--- config.mk ---
export PLATFORM = sky130hd
export DESIGN_NAME = message_crc_counter_check
export DESIGN_NICKNAME = d
export VERILOG_FILES = /design/src/hdl/mcc_pkg.sv /design/src/hdl/message_crc_counter_check.sv /design/src/hdl/mcc_msg_fifo.sv /design/src/hdl/mcc_front.sv /design/src/hdl/mcc_back.sv
export SDC_FILE = /design/constraint.sdc
export NUM_CORES = 1
export LEC_CHECK = 0
export BUFFER_PORTS_ARGS = -buffer_cell sky130_fd_sc_hd__buf_4
export CAP_MARGIN = 20
export CORE_MARGIN = 3
export CORE_UTILIZATION = 45
export DETAILED_ROUTE_END_ITERATION = 10
export MAX_ROUTING_LAYER = met4
export PLACE_DENSITY = 0.75
export SETUP_SLACK_MARGIN = 0.3
export SYNTH_ARGS = -nofsm -noshare
export SYNTH_HDL_FRONTEND = slang
export SYNTH_SLANG_ARGS = --single-unit
--- constraint.sdc ---
create_clock -name clk -period 7.4 [get_ports clk]
set_input_delay 2.22 -clock clk [delete_from_list [all_inputs] [get_ports clk]]
set_output_delay 2.22 -clock clk [all_outputs]
set_load 0.005 [all_outputs]
--- src/hdl/mcc_pkg.sv ---
// mcc_pkg: types, constants and the crc-16 byte update for the message check block
// no dependencies
`default_nettype none
package mcc_pkg;

  localparam int MAX_BYTES    = 8;
  localparam int NUM_CHANNELS = 2;

  localparam int CH_W     = 1;
  localparam int CH_SLOTS = 2 ** CH_W;
  localparam int RC_W     = 4;
  localparam int CRC_W    = 16;
  localparam int CNT_W    = $clog2(MAX_BYTES + 1);

  localparam logic [CRC_W-1:0] CRC_POLY = 16'h1021;
  localparam logic [CRC_W-1:0] CRC_INIT = 16'hFFFF;

  localparam int Q_DEPTH = 2;
  localparam int Q_AW    = $clog2(Q_DEPTH);
  localparam int Q_CW    = $clog2(Q_DEPTH + 1);

  typedef struct packed {
    logic [CH_W-1:0]  channel;
    logic [7:0]       data_byte;
    logic             last_byte;
    logic [RC_W-1:0]  rx_counter;
    logic [CRC_W-1:0] rx_crc;
  } in_t;

  typedef struct packed {
    logic [CH_W-1:0] out_channel;
    logic [7:0]      value;
    logic            valid_res;
    logic            crc_match;
    logic            counter_match;
  } out_t;

  typedef struct packed {
    logic [CH_W-1:0] channel;
    logic [7:0]      first_byte;
    logic            crc_match;
    logic [RC_W-1:0] rx_counter;
  } msg_t;

  function automatic logic [CRC_W-1:0] crc_byte(input logic [CRC_W-1:0] crc_in,
                                                input logic [7:0] b);
    logic [CRC_W-1:0] c;
    c = crc_in ^ {b, 8'h00};
    for (int k = 0; k < 8; k++) begin
      if (c[CRC_W-1]) begin
        c = {c[CRC_W-2:0], 1'b0} ^ CRC_POLY;
      end else begin
        c = {c[CRC_W-2:0], 1'b0};
      end
    end
    return c;
  endfunction

endpackage
`default_nettype wire

--- src/hdl/message_crc_counter_check.sv ---
// message_crc_counter_check: top level, front crc stage, message queue and checking back end
// depends on mcc_pkg, mcc_front, mcc_msg_fifo, mcc_back
//
// Takes one message byte per request at up to one request per clock; the front runs an
// 8-bit parallel CRC-16/CCITT-FALSE update on each accepted byte of the first MAX_BYTES, and
// on the last byte the message goes through a two-entry queue to the back end, which checks
// the per-channel rolling counter. A message is registered in the queue, its verdict in the
// back end's verdict queue, which holds it on out_ until popped; both sides stall on their own.
`default_nettype none
module message_crc_counter_check (
  input  wire logic     clk,
  input  wire logic     rst_n,
  input  wire logic     in_push,
  input  mcc_pkg::in_t  in_data,
  output logic          in_full,
  output logic          out_empty,
  input  wire logic     out_pop,
  output mcc_pkg::out_t out_data
);
  import mcc_pkg::*;

  logic msg_push, msg_full, msg_pop, msg_empty;
  msg_t msg_wdata, msg_rdata;

  mcc_front u_front (
    .clk      (clk),
    .rst_n    (rst_n),
    .in_push  (in_push),
    .in_data  (in_data),
    .in_full  (in_full),
    .msg_push (msg_push),
    .msg_data (msg_wdata),
    .msg_full (msg_full)
  );

  mcc_msg_fifo u_msg_fifo (
    .clk   (clk),
    .rst_n (rst_n),
    .push  (msg_push),
    .wdata (msg_wdata),
    .full  (msg_full),
    .pop   (msg_pop),
    .empty (msg_empty),
    .rdata (msg_rdata)
  );

  mcc_back u_back (
    .clk       (clk),
    .rst_n     (rst_n),
    .msg_empty (msg_empty),
    .msg_data  (msg_rdata),
    .msg_pop   (msg_pop),
    .out_empty (out_empty),
    .out_pop   (out_pop),
    .out_data  (out_data)
  );

endmodule
`default_nettype wire

--- src/hdl/mcc_msg_fifo.sv ---
// mcc_msg_fifo: short queue of finished messages between front and back
// depends on mcc_pkg
`default_nettype none
module mcc_msg_fifo (
  input  wire logic          clk,
  input  wire logic          rst_n,
  input  wire logic          push,
  input  mcc_pkg::msg_t      wdata,
  output logic               full,
  input  wire logic          pop,
  output logic               empty,
  output mcc_pkg::msg_t      rdata
);
  import mcc_pkg::*;

  msg_t             mem_r [Q_DEPTH];
  logic [Q_AW-1:0]  wr_ptr_r, wr_ptr_nxt;
  logic [Q_AW-1:0]  rd_ptr_r, rd_ptr_nxt;
  logic [Q_CW-1:0]  count_r, count_nxt;
  logic             do_push, do_pop;

  assign full    = (count_r == Q_CW'(Q_DEPTH));
  assign empty   = (count_r == '0);
  assign do_push = push && !full;
  assign do_pop  = pop && !empty;
  assign rdata   = mem_r[rd_ptr_r];

  always_comb begin
    wr_ptr_nxt = do_push ? wr_ptr_r + 1'b1 : wr_ptr_r;
    rd_ptr_nxt = do_pop ? rd_ptr_r + 1'b1 : rd_ptr_r;
    count_nxt  = count_r;
    if (do_push && !do_pop) begin
      count_nxt = count_r + 1'b1;
    end else if (do_pop && !do_push) begin
      count_nxt = count_r - 1'b1;
    end
  end

  always_ff @(posedge clk) begin
    if (!rst_n) begin
      wr_ptr_r <= '0;
      rd_ptr_r <= '0;
      count_r  <= '0;
    end else begin
      wr_ptr_r <= wr_ptr_nxt;
      rd_ptr_r <= rd_ptr_nxt;
      count_r  <= count_nxt;
    end
  end

  always_ff @(posedge clk) begin
    if (do_push) begin
      mem_r[wr_ptr_r] <= wdata;
    end
  end

  a_count_bound: assert property (@(posedge clk) disable iff (!rst_n)
    count_r <= Q_CW'(Q_DEPTH))
    else $error("message queue count beyond depth");

endmodule
`default_nettype wire

--- src/hdl/mcc_front.sv ---
// mcc_front: takes byte requests, runs the crc-16 and hands finished messages on
// depends on mcc_pkg
`default_nettype none
module mcc_front (
  input  wire logic     clk,
  input  wire logic     rst_n,
  input  wire logic     in_push,
  input  mcc_pkg::in_t  in_data,
  output logic          in_full,
  output logic          msg_push,
  output mcc_pkg::msg_t msg_data,
  input  wire logic     msg_full
);
  import mcc_pkg::*;

  logic [CRC_W-1:0] crc_r, crc_nxt;
  logic [CNT_W-1:0] cnt_r, cnt_nxt;
  logic [7:0]       fb_r, fb_nxt;
  logic             acc, take;
  logic [CRC_W-1:0] crc_cur;
  logic [7:0]       fb_cur;

  assign in_full = msg_full;
  assign acc     = in_push && !in_full;
  assign take    = (cnt_r < CNT_W'(MAX_BYTES));
  assign crc_cur = take ? crc_byte(crc_r, in_data.data_byte) : crc_r;
  assign fb_cur  = (cnt_r == '0) ? in_data.data_byte : fb_r;

  always_comb begin
    crc_nxt = crc_r;
    cnt_nxt = cnt_r;
    fb_nxt  = fb_r;
    if (acc) begin
      if (in_data.last_byte) begin
        crc_nxt = CRC_INIT;
        cnt_nxt = '0;
        fb_nxt  = '0;
      end else begin
        crc_nxt = crc_cur;
        cnt_nxt = take ? cnt_r + 1'b1 : cnt_r;
        fb_nxt  = fb_cur;
      end
    end
  end

  always_ff @(posedge clk) begin
    if (!rst_n) begin
      crc_r <= CRC_INIT;
      cnt_r <= '0;
      fb_r  <= '0;
    end else begin
      crc_r <= crc_nxt;
      cnt_r <= cnt_nxt;
      fb_r  <= fb_nxt;
    end
  end

  assign msg_push            = acc && in_data.last_byte;
  assign msg_data.channel    = in_data.channel;
  assign msg_data.first_byte = fb_cur;
  assign msg_data.crc_match  = (crc_cur == in_data.rx_crc);
  assign msg_data.rx_counter = in_data.rx_counter;

  a_end_clears: assert property (@(posedge clk) disable iff (!rst_n)
    msg_push |=> (cnt_r == '0) && (crc_r == CRC_INIT))
    else $error("message state not cleared after last byte");

endmodule
`default_nettype wire

--- src/hdl/mcc_back.sv ---
// mcc_back: checks rolling counters per channel and queues verdicts for the output
// depends on mcc_pkg
`default_nettype none
module mcc_back (
  input  wire logic     clk,
  input  wire logic     rst_n,
  input  wire logic     msg_empty,
  input  mcc_pkg::msg_t msg_data,
  output logic          msg_pop,
  output logic          out_empty,
  input  wire logic     out_pop,
  output mcc_pkg::out_t out_data
);
  import mcc_pkg::*;

  logic [RC_W-1:0] exp_r [CH_SLOTS];
  out_t            oq_r [Q_DEPTH];
  logic [Q_AW-1:0] wr_ptr_r, rd_ptr_r;
  logic [Q_CW-1:0] count_r, count_nxt;
  logic            in_range, cnt_ok, ok, do_pop;
  out_t            res;

  assign msg_pop  = !msg_empty && (count_r != Q_CW'(Q_DEPTH));
  assign in_range = (int'(msg_data.channel) < NUM_CHANNELS);
  assign cnt_ok   = in_range && (msg_data.rx_counter == exp_r[msg_data.channel]);
  assign ok       = msg_data.crc_match && cnt_ok;

  assign res.out_channel   = msg_data.channel;
  assign res.value         = ok ? msg_data.first_byte : '0;
  assign res.valid_res     = ok;
  assign res.crc_match     = msg_data.crc_match;
  assign res.counter_match = cnt_ok;

  assign out_empty = (count_r == '0);
  assign do_pop    = out_pop && !out_empty;
  assign out_data  = oq_r[rd_ptr_r];

  always_comb begin
    count_nxt = count_r;
    if (msg_pop && !do_pop) begin
      count_nxt = count_r + 1'b1;
    end else if (do_pop && !msg_pop) begin
      count_nxt = count_r - 1'b1;
    end
  end

  always_ff @(posedge clk) begin
    if (!rst_n) begin
      wr_ptr_r <= '0;
      rd_ptr_r <= '0;
      count_r  <= '0;
      for (int c = 0; c < CH_SLOTS; c++) begin
        exp_r[c] <= '0;
      end
    end else begin
      count_r <= count_nxt;
      if (msg_pop) begin
        wr_ptr_r <= wr_ptr_r + 1'b1;
      end
      if (do_pop) begin
        rd_ptr_r <= rd_ptr_r + 1'b1;
      end
      if (msg_pop && ok) begin
        exp_r[msg_data.channel] <= exp_r[msg_data.channel] + 1'b1;
      end
    end
  end

  always_ff @(posedge clk) begin
    if (msg_pop) begin
      oq_r[wr_ptr_r] <= res;
    end
  end

  a_valid_needs_both: assert property (@(posedge clk) disable iff (!rst_n)
    (msg_pop && res.valid_res) |-> (res.crc_match && res.counter_match))
    else $error("valid verdict without both matches");

  a_counter_kept: assert property (@(posedge clk) disable iff (!rst_n)
    !(msg_pop && ok) |=> ($stable(exp_r[0]) && $stable(exp_r[1])))
    else $error("rolling counter moved without a valid message");

  a_queue_bound: assert property (@(posedge clk) disable iff (!rst_n)
    count_r <= Q_CW'(Q_DEPTH))
    else $error("verdict queue count beyond depth");

endmodule
`default_nettype wire

After elaboration in Yosys (flattened, before gate mapping)
Memories as Yosys holds them, arrays and structs flattened. A register that Yosys moved wholly into a read port is not among the register bits.
Index checks and enable logic that the tools add are counted.
Storage, ports and cells
  register bits: 36
  RAM bits: 60
  bits of input ports: 34
  output and inout port bits: 14
  word-level logic and storage cells: 97
  memories: 3
Memory list
  u_msg_fifo.mem_r: words 2, bits a word 14, read ports 1, clocked after memory_dff 1, wr ports 1, RTL line mcc_msg_fifo.sv:16  | msg_t mem_r [Q_DEPTH];
  u_back.oq_r: words 2, bits a word 12, read ports 1, clocked after memory_dff 1, wr ports 1, RTL line mcc_back.sv:17  | out_t oq_r [Q_DEPTH];
  u_back.exp_r: words 2, bits a word 4, read ports 1, clocked after memory_dff 0, wr ports 2, RTL line mcc_back.sv:16  | logic [RC_W-1:0] exp_r [CH_SLOTS];
Operators by class
  $add $sub $neg: 10
  $lt $le $gt $ge: 1
  equality and inequality tests: 4
  muxes and demuxes: 34
  bitwise operators: 9
  reduce and logical (&&, ||, !) cells: 27
Operators with widths (number)
  13-bit two-way mux: 8
  16-bit two-way mux: 2
  8-bit two-way mux: 3
  3-bit NOT: 8
  16-bit equality test: 1
  16-bit bitwise XOR: 1
  1-bit two-way mux: 14
  1-bit logical AND: 12
  4-bit two-way mux: 3
  4-bit by 1-bit adder with 4-bit output, second input constant: 2
  2-bit two-way mux: 4
  1-bit zero test: 7
  2-bit nonzero test: 3
  1-bit adder, second input constant: 4
  2-bit by 1-bit adder with 2-bit output, second input constant: 2
  4-bit equality test: 1
  2-bit zero test: 2
  4-bit zero test: 1
  4-bit less-than comparator, second input constant: 1
  4-bit OR reduction: 1
  2-bit by 1-bit subtractor with 2-bit output, second input constant: 2
  2-bit equality test, second input constant: 1
  2-bit != test, second input constant: 1
  2-bit AND reduction: 1

Depth between registers and ports, before layout
Gate-level depths: netlist (run 1).
  depth in word-level cells: 19
  mapped depth: 10
  gate-level depth less buffers: 8

Cells and area by module
From an unflattened synthesis (run 1), not the netlist that was laid out.
Second synthesis, totals
  cells, all modules: 412
  area, all modules: 4894.7 µm²
By module, submodules not included
  mcc_front: times used 1, cells an instance 219, area an instance 1983.2 µm², sequential area each 560.5 µm²
  mcc_back: times used 1, cells an instance 125, area an instance 1674.1 µm², sequential area each 1061.0 µm²
  mcc_msg_fifo: times used 1, cells an instance 68, area an instance 1237.4 µm², sequential area each 940.9 µm²

Least setup slack after synthesis (run 1)
OpenSTA, ideal clock, no wires.
  path kind: input port to flip-flop
  start point: input port in_data[24] in the netlist's numbering
  end point: memory u_msg_fifo.mem_r[0][4] in the netlist's numbering (data pin)
  setup time: 0.181 ns
  data arrival time: 3.679 ns
  data required time: 7.219 ns
  setup slack: 3.540 ns
  cell stages on the path: 6
  path buffers: 0
  cells stage by stage: xnor2_2 xnor2_1 mux2_2 a2111o_1 nor4_1 nor4b_2
RTL lines
  start, declared: RTL line message_crc_counter_check.sv:14  | input mcc_pkg::in_t in_data,
  end, declared: RTL line mcc_msg_fifo.sv:16

==> results of run 1 <==
sequential cells by signal, indices dropped and copies added, names as in the netlist, named ones only:
register / count
u_back.oq_r: 24
u_msg_fifo.count_r: 2
u_back.rd_ptr_r: 1
u_msg_fifo.wr_ptr_r: 1
u_front.fb_r: 8
u_front.cnt_r: 4
u_msg_fifo.mem_r: 28
u_back.count_r: 2
u_back.wr_ptr_r: 1
u_back.exp_r: 8
u_msg_fifo.rd_ptr_r: 1
u_front.crc_r: 16
worst paths after layout:
| kind | from | to | slack, ns |
|---|---|---|---|
| worst max register to register | flip-flop | u_back.exp_r[0][0]$_SDFFCE_PN0P_ | 3.70 |
| worst min-delay path | u_front.crc_r[9]$_SDFFE_PN1P_ | u_front.crc_r[9]$_SDFFE_PN1P_ | 0.52 |
| worst max-delay path | in_data[25] | u_msg_fifo.mem_r[0][4]$_DFFE_PP_ | 3.46 |
| worst min register to register | u_front.crc_r[9]$_SDFFE_PN1P_ | u_front.crc_r[9]$_SDFFE_PN1P_ | 0.52 |
synthesized netlist by cell type (2+ instances only):
cell type   n  area share (%)
a21boi_0    3            0.47
a21oi_1     5            0.52
a22oi_1     8             1.3
a31oi_1     2            0.26
and2_1     12             1.6
and3_1      2            0.26
buf_1       2            0.16
buf_2       3            0.31
clkbuf_1   11            0.86
dfxtp_1    38              16
edfxtp_1   60              38
ha_1        5             1.3
inv_1      19             1.5
mux2_2     21             4.9
mux2i_1    19             4.0
nand2_1    30             2.4
nand2b_1    4            0.52
nand3_1     7            0.73
nand4_1     2            0.26
nor2_1     25             2.0
nor2b_1    10             1.3
nor3_1      5            0.52
nor4_1      3            0.39
nor4bb_1    2            0.42
o2111ai_1   2            0.37
o211a_1     2            0.42
o211ai_1   11             1.7
o21a_1      2            0.31
o21ai_0     9            0.94
o22ai_1     3            0.39
o31ai_1     4            0.63
or3_1       2            0.26
xnor2_1    36             6.6
xnor2_2     2            0.68
xnor3_1     2            0.94
xor2_1     12             2.2
xor2_2      2            0.68
xor3_1      2            0.99
cells by family after synthesis:
kind of cell | count (synthesis) | synth area share (%)
AO/OA/AOI/OAI | 61 | 9.15
XOR/XNOR | 57 | 12.6
adder cells (fa/ha/maj) | 5 | 1.31
buffers and inverters | 37 | 3.06
flip-flops | 98 | 53.5
multiplexers | 41 | 9.20
AND/OR/NAND/NOR | 106 | 11.1
where the power goes:
group          leakage (nW)  total [mW]  switching [mW]  internal [mW]
logic                  1.13       0.634           0.305          0.328
clock network        0.0879       0.322           0.190          0.132
registers             0.881       0.772          0.0768          0.695
through the flow:
step	instances	hold slack (ns)	area [µm²]
after floorplan	405	0.472	4790
after global placement	573	0.492	5250
after detailed placement	573	0.499	5250
after CTS	589	0.513	5430
after global routing	590	0.542	5440
final	590	0.517	5440
layer usage:
layer	vias to the layer above	global-route usage, %	share of wire [%]
li1	1528	-	-
met1	1536	21.9	44
met2	65	29.8	51
met3	8	3.85	4.4
met4	0	5.23	0.86
met5	-	-	0
area by class of cell:
cell class                 count  area [µm²]
clock inverter                 6        41.3
inverter                      20        75.1
tap                          136         170
fill                         917        4880
clock buffer                  10         138
multi-input combinational    270        2080
timing repair buffer          50         375
sequential                    98        2560
tightest hold or removal path, delay by kind of cell, from the launching register on:
kind          cells  cell delay, ns
flops             1            0.35
simple gates      2            0.12
==> results.md, run 1 <==
* Outcome: completed
* Mean Syn Cell Area at 11.8 µm²
* Chip width at 109 µm
* Starting Density at 46.4%
* Die area at 11900 µm²
* CP required at 7.55 ns
* Critical path class: input port to flip-flop
* Final worst path period share at 53.2%
* Worst Setup End Kind: flip-flop
* Syn nets at 444
* Worst-Margin Slew at 0.868 ns
* Worst-path cell chain: buf_4 -> xnor2_2 -> xnor3_4 -> xnor2_1 -> a211oi_1 -> a31oi_1 -> nor4b_2
* Max Freq at 254 MHz
* Setup repair bufs after CTS at 0
* Commonest non-fill, non-tap cell in the layout: edfxtp_1
* Number of synthesized flops with an enable pin at 60
* Crit path max-delay family: XOR/XNOR gates
* Final hold viol count at 0
* Buffers on Ports at 47
* Clock Skew at 0.00638 ns
* Most frequent cells in the layout: edfxtp_1, buf_4, dfxtp_1
* CTS clk-pin slew, worst paths at 0.10 ns
* Power per standard cell area at 318 nW/µm²
* Post-detailed-route wirelength per cell at 16.5 µm
* Setup violations, final at 0
* CP Data Arrival Time at 4.09 ns
* RD Place Congestion at 0.919
* Max Cap Viol at 0
* Clk Latency, worst-skew pair at 0.36 ns
* GRT overflow at 0
* CTS max path bufs at 2
* Clk sinks at 98
* Startpoint Class: input port
* Min-delay worst type: flip-flop to flip-flop
* Power Total at 1.73 mW
* GRT Util Overall at 17.9%
* Ys async rst share at 0%
* Vias at 3137
* Maximum VDD drop at 0.000127 V
* Static leakage at 2.10 nW
* RSZ-0062 raised after global routing: false
* DRC at 0
* Top FF cell, synth: edfxtp_1
* Setup TNS at 0 ns
* Register area share after synthesis at 53.5%
* WHS Path Cells at 2
* Final WS setup at 3.46 ns
* Worst-case reg-to-reg path depth at 7
* Yosys cell types at 54
* Synth warnings at 0
* First-pass iteration count of the detailed router at 4
* CP max stage delay at 0.58 ns
* Levels on crit path at 7
* Final worst path period need at 3.94 ns
* Hold buffer count at cts at 0
* Layout cells sized above 1 at 20.9%
* Site Rows at 37
* DPL Wire Length at 7.09 mm
* Vias in the first global route at 3240
* Total CTS buffers at 9
* Crit path max-delay cell type: xnor3_4
* Pre-CTS setup slack at 3.13 ns
* # diodes at 0
* Global-route wire length before repair at 15.8 mm
* Final ANT Viol Nets at 0
* Layout area overhead at 13.6%
* Syn Std Cell Area at 4790 µm²
* IO Count at 48
* DR vias/cell at 5.32
* Nets at 488
* Crit path max fanout at 6
* Antenna violations before repair at 0
* Cell count after synthesis at 405
* Final design utilization at 52.7%
* TritonCTS clock tree: done
* FF+latch count, synth at 98
* Placeable Area at 10300 µm²
* Number of gates resized after CTS at 0
* CTS HTree Levels at 3
* Die height at 109 µm
* Pin count of the biggest net entering global routing at 31
* Final WL at 9.73 mm
* Fin. max-slew vios at 0
* Starting DRC count in detailed routing at 154
* Max transition margin at 42.1%
* WP buf/inv at 1
* Root Driver: clkbuf_8
Note: power is estimated with default switching activity, not from simulation.
==> run 2, diff against run 1 <==
ABC_AREA = 1   (was default)
PLACE_DENSITY = 0.77   (was 0.75)
clock period = 3.57 ns   (was 7.4 ns; I/O delays follow)
==> run 2 against run 1 <==
  * Sequential cell count is the same
  * Power is 110% higher
  * Clock skew is 0.0040 ns higher
==> results.md, run 2 <==
* Outcome: completed
* Top FF cell, synth: edfxtp_1
* TritonCTS clock tree: done
* Syn Std Cell Area at 5040 µm²
* Largest family of logic cells by synthesized area: simple AND/OR/NAND/NOR gates
* Starting DRC count in detailed routing at 254
* RSZ-0062 raised after global routing: false
* Critical path class: flip-flop to output pin
* Commonest non-fill, non-tap cell in the layout: nand2_1
* CTS clk-pin slew, worst paths at 0.10 ns
* Fin. max-slew vios at 0
* Max Cap Viol at 0
* Buffers on Ports at 47
* Root Driver: clkbuf_8
* Max Freq at 377 MHz
* GRT Util Overall at 18.7%
* RD Place Congestion at 0.888
* First-pass iteration count of the detailed router at 5
* Crit path max fanout at 12
* Largest regs: u_msg_fifo.mem_r x28, u_back.oq_r x24, u_front.crc_r x16
* Pin count of the biggest net entering global routing at 26
* DR vias/cell at 5.14
* Clk sinks at 98
* Layout area overhead at 14.3%
* Synth warnings at 0
* Grt met2 use at 30.9%
* Reg2reg setup slack at 1.07 ns
* Number of synthesized flops with an enable pin at 60
* Most frequent cells in the layout: nand2_1, edfxtp_1, buf_4
* Final worst path period need at 2.65 ns
* Worst Setup End Kind: output pin
* CP Data Arrival Time at 1.58 ns
* Maximum VDD drop at 0.000301 V
* Count leader, synth: nand2_1
* Max reg flops at 28
* Fillers at 979
* Final worst path period share at 74.3%
* Power per standard cell area at 643 nW/µm²
* Worst-Margin Slew at 0.700 ns
* Syn nets at 642
* Die height at 112 µm
* Total CTS buffers at 9
* Setup violations, final at 0
* Most Crowded Layer GR: met2
* Placeable Area at 10900 µm²
* Setup repair bufs after CTS at 0
* Die area at 12500 µm²
* Layout cells sized above 1 at 17.8%
* GRT met1 Usage at 23.2%
* Ys async rst share at 0%
* GR Layer Usage met3 at 3.70%
* CP required at 2.50 ns
* Antenna violations before repair at 0
* Share of Yosys cell area claimed by the top area cell type at 35.7%
* Clock Skew at 0.0103 ns
* Final ANT Viol Nets at 0
* Starting Density at 46.3%
* Number of gates resized after CTS at 0
* Chip width at 112 µm
* Biggest register: u_msg_fifo.mem_r
* Post-synth top cells: nand2_1, edfxtp_1, inv_1, nand3_1, dfxtp_1
* Vias in the first global route at 3975
* Yosys cell types at 37
* Final WL at 11.1 mm
* Post-synthesis compound-gate area fraction at 9.50%
* Site Rows at 38
* Clk Latency, worst-skew pair at 0.37 ns
* CTS HTree Levels at 3
* Vias at 4102
* Setup TNS at 0 ns
* Startpoint Class: flip-flop
* Area leader, netlist: edfxtp_1
* DRC at 0
* Post-detailed-route wirelength per cell at 14.0 µm
* Register area share after synthesis at 50.8%
* DPL Wire Length at 8.23 mm
* Static leakage at 2.62 nW
* Nets at 692
* Adder-Cell Fraction of Synth Area at 1.24%
* Max transition margin at 53.2%
* Min-delay worst type: flip-flop to flip-flop
* Cell count after synthesis at 603
* CTS max path bufs at 2
* Hold Slack at 0.460 ns
* Global-route wire length before repair at 18.5 mm
* Mean Syn Cell Area at 8.36 µm²
* Synth Area in XOR/XNOR at 1.36%
* IO Count at 48
* Top cells by area, synth: edfxtp_1, dfxtp_1, nand2_1
* Simple-gate share of the synthesized area at 26.5%
* # diodes at 0
* GRT overflow at 0
* Final design utilization at 52.9%
* FF+latch count, synth at 98
* Hold buffer count at cts at 0
* Mux cell area share after synthesis at 3.47%
* Final hold viol count at 0
## run 2: final cells by class
type	instances	area (µm²)	area share, %
clock inverters	7	82.6	1.43
repair buffers	55	419	7.27
inverters	73	282	4.88
multi-input cells	416	2120	36.8
well taps	140	175	3.04
flip-flops and latches	98	2560	44.5
clock buffers	9	124	2.15
## run 2: where the power goes
group | internal, mW | switching, mW | leakage (nW)
sequential | 1.46 | 0.150 | 0.883
clock | 0.337 | 0.425 | 0.0988
combinational | 0.517 | 0.816 | 1.64
total | 2.32 | 1.39 | 2.62
## run 2: per-stage QoR
stage	instances	power [mW]	worst slack (ns)	cell area, µm²
after floorplan	603	2.55	1.08	5040
after global placement	780	2.91	0.901	5540
after detailed placement	780	2.96	0.889	5540
after CTS	796	3.72	0.871	5740
after global routing	798	3.97	0.800	5760
final	798	3.71	0.918	5760
## run 2: worst paths after layout
kind,from,to,cells after the start
setup / recovery,flip-flop,out_data[7],2
hold / removal,u_msg_fifo.rd_ptr_r$_SDFFE_PN0P_,flip-flop,1
setup reg to reg,flip-flop,u_back.exp_r[1][3]$_SDFFCE_PN0P_,11
hold reg to reg,u_msg_fifo.rd_ptr_r$_SDFFE_PN0P_,flip-flop,1
## run 2: logic make-up (layout without fill, tap and decap cells)
kind of cell | Yosys count | after routing
AOI/OAI and AO/OA | 86 | 86
xor gates and xnor gates | 7 | 7
adders and majority gates | 5 | 5
buffers and inverters | 89 | 144
DFF | 98 | 98
muxes | 16 | 16
and+or+nand+nor | 302 | 302
## run 2: critical path, stage by stage, from the launching register on
cell	delay, ns
dfxtp_1	0.68
mux2_1	0.39
buf_4	0.14
## run 2: metal layers
layer  vias to the layer above  routed length [µm]
li1                       2081                   -
met1                      1867                4940
met2                       131                5430
met3                        23                 561
met4                         0                 203
met5                         -                   0
